$ cat src/sv/sfr_pkg.sv
package sfr_pkg;

    // Default window depth and the bound on replacement bytes.
    localparam int PATTERN_MAX_DEF = 8;
    localparam int REPLACE_MAX     = 8;
    localparam int RCAP            = (REPLACE_MAX < 8) ? REPLACE_MAX : 8;

    // Most results one word can cause, not counting the end marker.
    localparam int BURST_MAX = 8;
    localparam int BIDX_W    = $clog2(BURST_MAX);
    localparam int CNT_W     = 4;

    // Configuration port.
    localparam int CFG_INDEX_W = 2;
    localparam int CFG_DATA_W  = 64;

    localparam logic [CFG_INDEX_W-1:0] CFG_SEARCH_PATTERN = 2'd0;
    localparam logic [CFG_INDEX_W-1:0] CFG_SEARCH_LENGTH  = 2'd1;
    localparam logic [CFG_INDEX_W-1:0] CFG_REPLACE_TEXT   = 2'd2;
    localparam logic [CFG_INDEX_W-1:0] CFG_REPLACE_LENGTH = 2'd3;

    localparam logic CMD_TEXT = 1'b0;
    localparam logic CMD_END  = 1'b1;

    // One group of results handed from the window to the output stage.
    typedef struct packed {
        logic [BURST_MAX-1:0][7:0] bytes;
        logic [CNT_W-1:0]          nbytes;
        logic                      is_end;
        logic [15:0]               count;
    } burst_t;

endpackage

$ cat src/sv/sfr_if.sv
interface sfr_in_if;
    logic       valid;
    logic       ready;
    logic       cmd;
    logic [7:0] text_byte;

    modport source (output valid, input ready, output cmd, output text_byte);
    modport sink   (input valid, output ready, input cmd, input text_byte);
endinterface

interface sfr_out_if;
    logic        valid;
    logic        ready;
    logic [7:0]  out_byte;
    logic        end_marker;
    logic [15:0] replace_count;

    modport source (output valid, input ready, output out_byte, output end_marker,
                    output replace_count);
    modport sink   (input valid, output ready, input out_byte, input end_marker,
                    input replace_count);
endinterface

$ cat src/sv/sfr_window.sv
module sfr_window
    import sfr_pkg::*;
#(
    parameter int PATTERN_MAX = PATTERN_MAX_DEF
)
(
    input  logic                   clk,
    input  logic                   rst_n,
    input  logic                   cfg_wr_en,
    input  logic [CFG_INDEX_W-1:0] cfg_index,
    input  logic [CFG_DATA_W-1:0]  cfg_data,
    input  logic                   accept,
    input  logic                   cmd,
    input  logic [7:0]             text_byte,
    output burst_t                 burst
);

    localparam int PCAP = (PATTERN_MAX < 8) ? PATTERN_MAX : 8;

    logic [63:0]      pattern_reg;
    logic [3:0]       slen_reg;
    logic [63:0]      rtext_reg;
    logic [3:0]       rlen_reg;
    logic [CNT_W-1:0] fill_reg, fill_next;
    logic [15:0]      tally_reg, tally_next;
    logic [7:0]       win_reg  [PATTERN_MAX];
    logic [7:0]       win_next [PATTERN_MAX];
    logic [7:0]       win_new  [PATTERN_MAX];

    logic [3:0] slen_nz;
    logic [3:0] eff_len;
    logic [3:0] eff_rlen;
    logic       full;
    logic       same;

    assign slen_nz  = (slen_reg == 4'd0) ? 4'd1 : slen_reg;
    assign eff_len  = (slen_nz > 4'(PCAP)) ? 4'(PCAP) : slen_nz;
    assign eff_rlen = (rlen_reg > 4'(RCAP)) ? 4'(RCAP) : rlen_reg;
    assign full     = (fill_reg + 4'd1) == eff_len;

    always_comb
    begin
        for (int k = 0; k < PATTERN_MAX; k++)
        begin
            win_new[k] = (fill_reg == 4'(k)) ? text_byte : win_reg[k];
        end
        same = 1'b1;
        for (int k = 0; k < PCAP; k++)
        begin
            if ((4'(k) < eff_len) && (win_new[k] != pattern_reg[8*k +: 8]))
            begin
                same = 1'b0;
            end
        end
    end

    always_comb
    begin
        win_next     = win_reg;
        fill_next    = fill_reg;
        tally_next   = tally_reg;
        burst.bytes  = '0;
        burst.nbytes = '0;
        burst.is_end = 1'b0;
        burst.count  = '0;
        if (accept)
        begin
            if (cmd == CMD_END)
            begin
                for (int k = 0; k < PCAP; k++)
                begin
                    burst.bytes[k] = win_reg[k];
                end
                burst.nbytes = fill_reg;
                burst.is_end = 1'b1;
                burst.count  = tally_reg;
                fill_next    = '0;
                tally_next   = '0;
            end
            else if (!full)
            begin
                win_next  = win_new;
                fill_next = fill_reg + 4'd1;
            end
            else if (same)
            begin
                burst.bytes  = rtext_reg;
                burst.nbytes = eff_rlen;
                fill_next    = '0;
                if (tally_reg != 16'hFFFF)
                begin
                    tally_next = tally_reg + 16'd1;
                end
            end
            else
            begin
                // Oldest byte leaves; the fill count stays at length minus one.
                burst.bytes[0] = win_new[0];
                burst.nbytes   = 4'd1;
                for (int k = 0; k < PATTERN_MAX - 1; k++)
                begin
                    win_next[k] = win_new[k + 1];
                end
                win_next[PATTERN_MAX-1] = win_new[PATTERN_MAX-1];
            end
        end
        if (cfg_wr_en && (cfg_index == CFG_SEARCH_LENGTH))
        begin
            fill_next = '0;
        end
    end

    always_ff @(posedge clk or negedge rst_n)
    begin
        if (!rst_n)
        begin
            pattern_reg <= '0;
            slen_reg    <= 4'd1;
            rtext_reg   <= '0;
            rlen_reg    <= '0;
            fill_reg    <= '0;
            tally_reg   <= '0;
        end
        else
        begin
            fill_reg  <= fill_next;
            tally_reg <= tally_next;
            if (cfg_wr_en)
            begin
                case (cfg_index)
                    CFG_SEARCH_PATTERN: pattern_reg <= cfg_data;
                    CFG_SEARCH_LENGTH:  slen_reg    <= cfg_data[3:0];
                    CFG_REPLACE_TEXT:   rtext_reg   <= cfg_data;
                    CFG_REPLACE_LENGTH: rlen_reg    <= cfg_data[3:0];
                    default:            pattern_reg <= pattern_reg;
                endcase
            end
        end
    end

    always_ff @(posedge clk)
    begin
        win_reg <= win_next;
    end

endmodule

$ cat src/sv/sfr_burst.sv
module sfr_burst
    import sfr_pkg::*;
(
    input  logic        clk,
    input  logic        rst_n,
    input  logic        load,
    input  burst_t      burst,
    output logic        can_load,
    output logic        valid,
    input  logic        ready,
    output logic [7:0]  out_byte,
    output logic        end_marker,
    output logic [15:0] replace_count
);

    logic             active_reg, active_next;
    logic [CNT_W-1:0] idx_reg, idx_next;
    burst_t           held_reg;

    logic [CNT_W-1:0] total;
    logic [CNT_W-1:0] load_total;
    logic             last;
    logic             is_text;

    assign total      = held_reg.nbytes + CNT_W'(held_reg.is_end);
    assign load_total = burst.nbytes + CNT_W'(burst.is_end);
    assign last       = (idx_reg + 4'd1) == total;
    assign can_load   = !active_reg || (last && ready);

    assign is_text       = idx_reg < held_reg.nbytes;
    assign valid         = active_reg;
    assign out_byte      = is_text ? held_reg.bytes[idx_reg[BIDX_W-1:0]] : 8'd0;
    assign end_marker    = !is_text;
    assign replace_count = is_text ? 16'd0 : held_reg.count;

    always_comb
    begin
        active_next = active_reg;
        idx_next    = idx_reg;
        if (active_reg && ready)
        begin
            if (last)
            begin
                active_next = 1'b0;
            end
            else
            begin
                idx_next = idx_reg + 4'd1;
            end
        end
        if (load)
        begin
            active_next = load_total != '0;
            idx_next    = '0;
        end
    end

    always_ff @(posedge clk or negedge rst_n)
    begin
        if (!rst_n)
        begin
            active_reg <= 1'b0;
            idx_reg    <= '0;
        end
        else
        begin
            active_reg <= active_next;
            idx_reg    <= idx_next;
        end
    end

    always_ff @(posedge clk)
    begin
        if (load)
        begin
            held_reg <= burst;
        end
    end

endmodule

$ cat src/sv/stream_find_and_replace.sv
// Streaming find-and-replace: text arrives one byte per word on feed, and every
// leftmost, non-overlapping occurrence of the search pattern (1 to 8 bytes) leaves
// on result as the replacement text (0 to 8 bytes); other bytes pass unchanged, held
// back in the window until a full search length of bytes has arrived. An end word
// flushes the held bytes and then gives one end marker that carries the number of
// replacements, saturating at 65535, after which the count starts again at zero.
// Plain text streams at one byte per clock while result is ready. All results leave
// through one output register, one word per cycle while result is ready; a group of
// several words (a longer replacement, or held bytes and the end marker) holds
// feed until its last word is taken; that register lets feed take the next word in
// the cycle in which the last word of a group is taken. Configuration is written
// while the stream is idle; the user must keep to this, as the block does not
// enforce it. Writing the search length drops any held bytes.
module stream_find_and_replace
    import sfr_pkg::*;
#(
    parameter int PATTERN_MAX = PATTERN_MAX_DEF
)
(
    input  logic                   clk,
    input  logic                   rst_n,
    input  logic                   cfg_wr_en,
    input  logic [CFG_INDEX_W-1:0] cfg_index,
    input  logic [CFG_DATA_W-1:0]  cfg_data,
    sfr_in_if.sink                 feed,
    sfr_out_if.source              result
);

    burst_t burst;
    logic   accept;
    logic   can_load;

    assign feed.ready = can_load;
    assign accept     = feed.valid && can_load;

    sfr_window #(
        .PATTERN_MAX (PATTERN_MAX)
    ) u_window (
        .clk       (clk),
        .rst_n     (rst_n),
        .cfg_wr_en (cfg_wr_en),
        .cfg_index (cfg_index),
        .cfg_data  (cfg_data),
        .accept    (accept),
        .cmd       (feed.cmd),
        .text_byte (feed.text_byte),
        .burst     (burst)
    );

    sfr_burst u_burst (
        .clk           (clk),
        .rst_n         (rst_n),
        .load          (accept),
        .burst         (burst),
        .can_load      (can_load),
        .valid         (result.valid),
        .ready         (result.ready),
        .out_byte      (result.out_byte),
        .end_marker    (result.end_marker),
        .replace_count (result.replace_count)
    );

endmodule

$ cat src/flat_wrapper.sv
// flat-port wrapper written by rule: the top's interface ports become plain ports
module stream_find_and_replace_flat import sfr_pkg::*;
#(
    parameter int PATTERN_MAX = PATTERN_MAX_DEF
)
  (clk, rst_n, cfg_wr_en, cfg_index, cfg_data, feed_valid, feed_ready, feed_cmd, feed_text_byte, result_valid, result_ready, result_out_byte, result_end_marker, result_replace_count);
  sfr_in_if feed_i ();
  sfr_out_if result_i ();
  input  logic clk;
  input  logic rst_n;
  input  logic cfg_wr_en;
  input  logic [CFG_INDEX_W-1:0] cfg_index;
  input  logic [CFG_DATA_W-1:0] cfg_data;
  input wire logic [$bits(feed_i.valid)-1:0] feed_valid;
  output wire logic [$bits(feed_i.ready)-1:0] feed_ready;
  input wire logic [$bits(feed_i.cmd)-1:0] feed_cmd;
  input wire logic [$bits(feed_i.text_byte)-1:0] feed_text_byte;
  output wire logic [$bits(result_i.valid)-1:0] result_valid;
  input wire logic [$bits(result_i.ready)-1:0] result_ready;
  output wire logic [$bits(result_i.out_byte)-1:0] result_out_byte;
  output wire logic [$bits(result_i.end_marker)-1:0] result_end_marker;
  output wire logic [$bits(result_i.replace_count)-1:0] result_replace_count;
  assign feed_i.valid = feed_valid;
  assign feed_ready = feed_i.ready;
  assign feed_i.cmd = feed_cmd;
  assign feed_i.text_byte = feed_text_byte;
  assign result_valid = result_i.valid;
  assign result_i.ready = result_ready;
  assign result_out_byte = result_i.out_byte;
  assign result_end_marker = result_i.end_marker;
  assign result_replace_count = result_i.replace_count;
  stream_find_and_replace #(.PATTERN_MAX(PATTERN_MAX)) u_core (.clk(clk), .rst_n(rst_n), .cfg_wr_en(cfg_wr_en), .cfg_index(cfg_index), .cfg_data(cfg_data), .feed(feed_i), .result(result_i));
endmodule
$ cat config.mk
export PLATFORM = sky130hd
export DESIGN_NAME = stream_find_and_replace_flat
export DESIGN_NICKNAME = d
export VERILOG_FILES = /design/src/sv/sfr_pkg.sv /design/src/sv/sfr_if.sv /design/src/sv/sfr_window.sv /design/src/sv/sfr_burst.sv /design/src/sv/stream_find_and_replace.sv /design/src/flat_wrapper.sv
export SDC_FILE = /design/constraint.sdc
export NUM_CORES = 1
export LEC_CHECK = 0
export BUFFER_PORTS_ARGS = -buffer_cell sky130_fd_sc_hd__buf_2
export CAP_MARGIN = 20
export CORE_MARGIN = 1
export CORE_UTILIZATION = 50
export DETAILED_ROUTE_END_ITERATION = 7
export PLACE_DENSITY = 0.78
export SKIP_LAST_GASP = 1
export SYNTH_ARGS = -nofsm -noshare
export SYNTH_HDL_FRONTEND = slang
export SYNTH_SLANG_ARGS = --single-unit
$ cat constraint.sdc
create_clock -name clk -period 11.4 [get_ports clk]
set_input_delay 1.14 -clock clk [delete_from_list [all_inputs] [get_ports clk]]
set_output_delay 1.14 -clock clk [all_outputs]
set_load 0.05 [all_outputs]
==> results of run 1 <==
-- path summary, 6_finish.rpt --
check                      slack, ns  depth (start not counted)                                       from                                         to
max in group asynchronous       9.28                          2                                      rst_n  u_core.u_window.rtext_reg[19]$_DFFE_PN0P_
setup reg to reg                5.54                         14    u_core.u_window.fill_reg[2]$_DFFE_PN0P_           u_core.u_burst.valid$_DFFE_PN0P_
hold reg to reg                 0.51                          1  u_core.u_window.rtext_reg[62]$_DFFE_PN0P_  u_core.u_window.rtext_reg[62]$_DFFE_PN0P_
setup / recovery                5.54                         14    u_core.u_window.fill_reg[2]$_DFFE_PN0P_           u_core.u_burst.valid$_DFFE_PN0P_
hold / removal                  0.51                          1  u_core.u_window.rtext_reg[62]$_DFFE_PN0P_  u_core.u_window.rtext_reg[62]$_DFFE_PN0P_
min in group asynchronous       0.70                          1                                      rst_n  u_core.u_window.rtext_reg[45]$_DFFE_PN0P_
-- Yosys cell counts (5+ instances only) --
cell type,instances
nand2_1,108
xor2_1,43
inv_1,48
ha_1,13
a222oi_1,7
o21ai_0,44
nand2b_1,13
nand3b_1,6
o2111ai_1,5
nand3_1,19
nor2b_1,21
o211ai_1,11
nand4_1,11
buf_1,10
edfxtp_1,149
a21o_1,5
a22o_1,48
xnor2_1,25
mux4_2,16
buf_2,7
nor3_1,7
or2_2,7
nor4_1,16
and2_1,20
mux2_2,123
dfrtp_1,160
or4_1,11
mux2i_1,47
a21oi_1,42
and3_1,24
nor2_1,140
a31oi_1,6
clkbuf_1,64
o22ai_1,60
-- worst max-delay path, delay by kind of cell, from the launching register on --
kind	cells	cell delay [ns]
flops	1	0.77
mux	1	0.46
fa+ha+maj	1	0.26
compound gates	6	1.67
simple gates	6	2.54
-- cell type report --
cell class	count	area (sq um)	share of cell area, %
Clock inverter	6	38.8	0.217
Tap cell	396	495	2.78
Timing Repair Buffer	118	634	3.55
Multi-Input combinational cell	952	6860	38.5
Inverter	50	189	1.06
Sequential cell	310	8500	47.6
Clock buffer	56	1120	6.29
-- cell families after synthesis --
group	Yosys count	synth area share, %
xor+xnor	68	3.75
buf+inv	133	3.27
simple gates	423	13.0
flops	310	53.6
mux	186	14.0
compound gates	262	11.4
fa+ha+maj	13	1.02
-- where the power goes --
| group | switching, mW | total (mW) | internal (mW) |
|---|---|---|---|
| Combinational | 0.747 | 1.19 | 0.446 |
| Sequential | 0.231 | 1.69 | 1.46 |
| Clock | 0.447 | 1.12 | 0.677 |
-- routing by layer --
layer,vias to the layer above,wire length [um]
met3,128,5050
met1,5931,18100
met4,0,1550
met5,-,0
li1,5280,-
met2,763,20000
-- per-stage QoR --
step | utilization, % | total power [mW] | hold slack [ns] | cells | area, sq um
floorplan | - | 2.48 | 0.459 | 1395 | 15900
global placement | 53.9 | 2.83 | 0.495 | 1825 | 16700
detailed placement | 54.0 | 2.86 | 0.499 | 1826 | 16700
CTS | 57.7 | 3.99 | 0.513 | 1888 | 17800
global route | 57.7 | 4.17 | 0.535 | 1888 | 17800
finish | 57.7 | 4.01 | 0.509 | 1888 | 17800
==> flow_summary.toml, run 1 <==
[status]
outcome = "completed"

[cts]
cts-resized-gates = 0
cts_setup_buffers = 0
insertion_delay_ns = 0.51
clkSlewWorstSetupHoldPaths_ns = 0.06
clock_sinks = 310
ctsHoldBuffers = 0
clk_path_buf_depth = 3
cts_buffers = 34
cts_tree = "yes"
htreeDepth = 2
cts_root_buffer = "clkbuf_16"

[synth]
synth.cell_area_sq_um = 15900
yosysUniqueCellTypes = 65
synth_nets = 1488
ys.flop_type = "dfrtp_1"
avgSynthCellArea_sq_um = 11.4
async_reset_ff_share_pct = 51.9
netlist.area_leader.share_pct = 28.2
synth_top_cell_by_area = "edfxtp_1"
synth_edf_count = 149
yosys_warnings = 0
yosysSeqAreaShare_pct = 53.6
ys_ff_latch = 310
syn_inst = 1395
synthTopCellsByArea = "edfxtp_1 28%, dfrtp_1 25%, mux2_2 8.7%"

[worst_setup_path]
path_cells = "nand3b_1 > mux2i_1 > o221ai_1 > a211o_1 > nor4_1 > nand4b_1 > a21o_1 > or4_1 > a21oi_1 > ha_1 > nor3_1 > nand2b_1 > a221oi_1 > a221oi_1"
crit_type = "reg -> reg"
cp_slowest_stage_delay_ns = 0.77
crit_fanout = 25
crit_slowest_cell = "dfrtp_1"
crit_path_end_kind = "flip-flop"
start_kind = "flip-flop"
worstPathArrival_ns = 6.23
cp.required_ns = 11.77
crit_top_cell = "a221oi_1"

[timing]
finalCritPeriodShare_pct = 51.4
finalHoldViolCount = 0
fmax_ghz = 0.171
setup_ws_ns = 5.54
period_needed_ns = 5.86
final-setup-viol-count = 0
slew_headroom_pct = 33.3
tns_ns = 0
rsz0062_at_grt = "false"
worst_pin_slew_ns = 1.00
skew_ns = 0.0124
final_max_slew_viol_count = 0

[route]
drt_wl_total_um = 44600
postRouteAntennaNets = 0
vias = 12102
drt-pass1-iter-count = 6
drt_iter0_drc = 1713
routedWlPerCell_um = 23.6
viasPerCell = 6.41
post-route-drc-count = 0

[layout]
layout_commonest_cell = "dfrtp_1"
fillers = 2498
antennaDiodeCount = 0
nNetsFinal = 1559
largest_reg_flops = 85
syn_to_final_growth_pct = 12.5
drive_gt1_share_pct = 21.6
layout_common_cells = "160 x dfrtp_1, 149 x edfxtp_1, 140 x nor2_1, 123 x mux2_2, 108 x nand2_1"

[floorplanning]
die_h_um = 180
start_util_pct = 51.3
fp.dieArea_sq_um = 32500
core_area_sq_um = 30900
io_pins = 107
row_count = 64
die_w_um = 180

[grt]
grt_antenna_before_repair = 0
met2_usage_pct = 41.7
grt_pass1_vias = 11659
grt_pass1_wl_um = 69000
use_met1_pct = 39.0
grtUsageTotal_pct = 27.4
top_usage_layer = "met2"
met3_usage_pct = 5.76
grt_max_degree = 90
gr-total-overflow = 0

[place]
globalplace.congestion = 0.945
place_ws_ns = 5.43
io_buffers = 106
place_hpwl_um = 31200

[pwr]
p_per_area_nw_per_um2 = 225
peakVddDrop_mv = 0.164
leakagePower_nw = 7.33

[worst_hold_path]
min_path_type = "reg -> reg"

[flow_run]
cap_violations = 0
(Power assumes the default switching activity.)
==> inputs of run 2 (changes only) <==
--- a/config.mk
+++ b/config.mk
@@ -5,6 +5,7 @@
 export SDC_FILE = /design/constraint.sdc
 export NUM_CORES = 1
 export LEC_CHECK = 0
+export ABC_AREA = 1
 export BUFFER_PORTS_ARGS = -buffer_cell sky130_fd_sc_hd__buf_2
 export CAP_MARGIN = 20
 export CORE_MARGIN = 1
==> constraint.sdc (replaced) <==
create_clock -name clk -period 5.4 [get_ports clk]
set_input_delay 0.54 -clock clk [delete_from_list [all_inputs] [get_ports clk]]
set_output_delay 0.54 -clock clk [all_outputs]
set_load 0.05 [all_outputs]
==> flow_summary.toml, run 2 <==
[status]
outcome = "finished, violations left"
violations = "design-rule violations"

[synth]
avgSynthCellArea_sq_um = 8.01
synthTopCellsByArea = "edfxtp_1 27%, dfrtp_1 25%, nand2_1 15%"
synth_top_cell_by_area = "edfxtp_1"
syn_inst = 2038
synth_nets = 2131
synth_simple_gate_area_share_pct = 25.0
async_reset_ff_share_pct = 51.9
synth_xor_area_share_pct = 0.966
yosys_warnings = 0
yosysUniqueCellTypes = 42
synth-compound-area-share_pct = 11.5
synth_edf_count = 149
ys.flop_type = "dfrtp_1"
synth_mux_area_share_pct = 0
yosysSeqAreaShare_pct = 52.1
synth_top_family_by_area = "simple AND/OR/NAND/NOR gates"
synth.cell_area_sq_um = 16300
ys_ff_latch = 310
netlist.area_leader.share_pct = 27.4
synth_commonest_cells = "670 x nand2_1, 280 x inv_1, 222 x o21ai_0"
yosysMostFrequentCell = "nand2_1"
synthAdderAreaFrac_pct = 0.996

[layout]
layout_commonest_cell = "nand2_1"
layout_common_cells = "669 x nand2_1, 279 x inv_1, 222 x o21ai_0, 160 x dfrtp_1, 149 x edfxtp_1"
drive_gt1_share_pct = 9.35
antennaDiodeCount = 0
multiInputGateArea_sq_um = 6320
fillers = 2848
fin_cells = 2564
final_area_sq_um = 18300
regArea_sq_um = 8500
syn_to_final_growth_pct = 11.8
largest_reg_flops = 85
nNetsFinal = 2197

[timing]
tns_ns = 0
final_max_slew_viol_count = 0
fmax_ghz = 0.223
finalHoldViolCount = 0
skew_ns = 0.0207
slew_headroom_pct = 37.1
rsz0062_at_grt = "false"
worst_pin_slew_ns = 0.942
final-setup-viol-count = 0
hold_ws_ns = 0.0744
period_needed_ns = 4.48
finalCritPeriodShare_pct = 82.9

[floorplanning]
row_count = 65
core_area_sq_um = 31800
io_pins = 107
die_h_um = 183
die_w_um = 183
start_util_pct = 51.3
fp.dieArea_sq_um = 33400

[cts]
cts-resized-gates = 0
insertion_delay_ns = 0.52
htreeDepth = 2
cts_tree = "yes"
cts_setup_buffers = 0
clkSlewWorstSetupHoldPaths_ns = 0.06
clock_sinks = 310
cts_root_buffer = "clkbuf_16"
ctsHoldBuffers = 0
clk_path_buf_depth = 3
cts_buffers = 34

[grt]
grt_antenna_before_repair = 0
grt_pass1_vias = 13503
grt_pass1_wl_um = 72600
gr-total-overflow = 0
grt_max_degree = 129
grtUsageTotal_pct = 28.1

[route]
routedWlPerCell_um = 18.0
drt_wl_total_um = 46300
drt_iter0_drc = 1703
drt-pass1-iter-count = 8
viasPerCell = 5.59
postRouteAntennaNets = 0
vias = 14333
post-route-drc-count = 16

[worst_setup_path]
crit_top_cell = "nand2_1"
start_kind = "flip-flop"
cpLargestDelayFamily = "simple AND/OR/NAND/NOR gates"
timing.critical_path.buf_inv = 3
worstPathArrival_ns = 4.86
cp.required_ns = 5.78
crit_fanout = 20
cp_slowest_stage_delay_ns = 0.72
crit_path_end_kind = "flip-flop"
crit_slowest_cell = "ha_1"
crit_type = "reg -> reg"

[place]
io_buffers = 106
place_area_sq_um = 17100
globalplace.congestion = 0.983
place_hpwl_um = 32200
dp.cells = 2501

[pwr]
leakagePower_nw = 8.66
p_per_area_nw_per_um2 = 465
peakVddDrop_mv = 0.228
power.total_mw = 8.49

[flow_run]
cap_violations = 0

[worst_hold_path]
min_path_type = "in -> async"
-- run 2: cell types whose count changed in the layout (fill, tap and decap cells not counted), moves of 48 or more --
cell and delta:
a22o_1 -48, inv_1 +232, mux2_2 -123, nand2_1 +561
nand3_1 +90, o21ai_0 +178
-- run 2: layout make-up --
cell class | count | share of cell area, %
well taps | 435 | 2.98
clock inverters | 7 | 0.500
flip-flops and latches | 310 | 46.6
repair buffers | 122 | 3.84
inverters | 286 | 5.90
multi-input cells | 1350 | 34.6
clock buffers | 54 | 5.57
-- run 2: power by group --
group	internal [mW]	switching (mW)
Clock	1.39	0.940
Sequential	2.94	0.315
Combinational	0.802	2.11
Total	5.13	3.36
-- run 2: kinds of logic after synthesis --
kind of cell | count (synthesis)
xor gates and xnor gates | 18
and+or+nand+nor | 978
DFF | 310
adders and majority gates | 13
buffers and inverters | 378
AOI/OAI and AO/OA | 341
-- run 2: worst paths after layout --
kind / startpoint / endpoint / slack, ns / cells past startpoint
setup / recovery: u_core.u_window.fill_reg[0]$_DFFE_PN0P_ / u_core.u_burst.valid$_DFFE_PN0P_ / 0.92 / 26
hold / removal: rst_n / u_core.u_window.rtext_reg[62]$_DFFE_PN0P_ / 0.07 / 1
setup reg to reg: u_core.u_window.fill_reg[0]$_DFFE_PN0P_ / u_core.u_burst.valid$_DFFE_PN0P_ / 0.92 / 26
hold reg to reg: u_core.u_window.rtext_reg[27]$_DFFE_PN0P_ / u_core.u_window.rtext_reg[27]$_DFFE_PN0P_ / 0.49 / 2
max in group asynchronous: rst_n / u_core.u_window.rtext_reg[19]$_DFFE_PN0P_ / 4.45 / 2
min in group clk: cfg_data[26] / u_core.u_window.pattern_reg[26]$_DFFE_PN0P_ / 0.29 / 3
-- run 2: routing by layer --
metal  vias to the layer above  GRT usage [%]  wire [um]
met2                       797           43.3      20600
met1                      6668           38.6      18800
met4                         0           12.1       2000
met5                         -              0          0
li1                       6744              -          -
met3                       124           5.71       4840
-- run 2: metrics by stage --
step                worst slack, ns  utilization [%]
floorplan                     0.920                -
global placement               1.25             53.8
detailed placement             1.03             53.8
CTS                            1.00             57.3
global route                  0.442             57.4
finish                        0.923             57.4
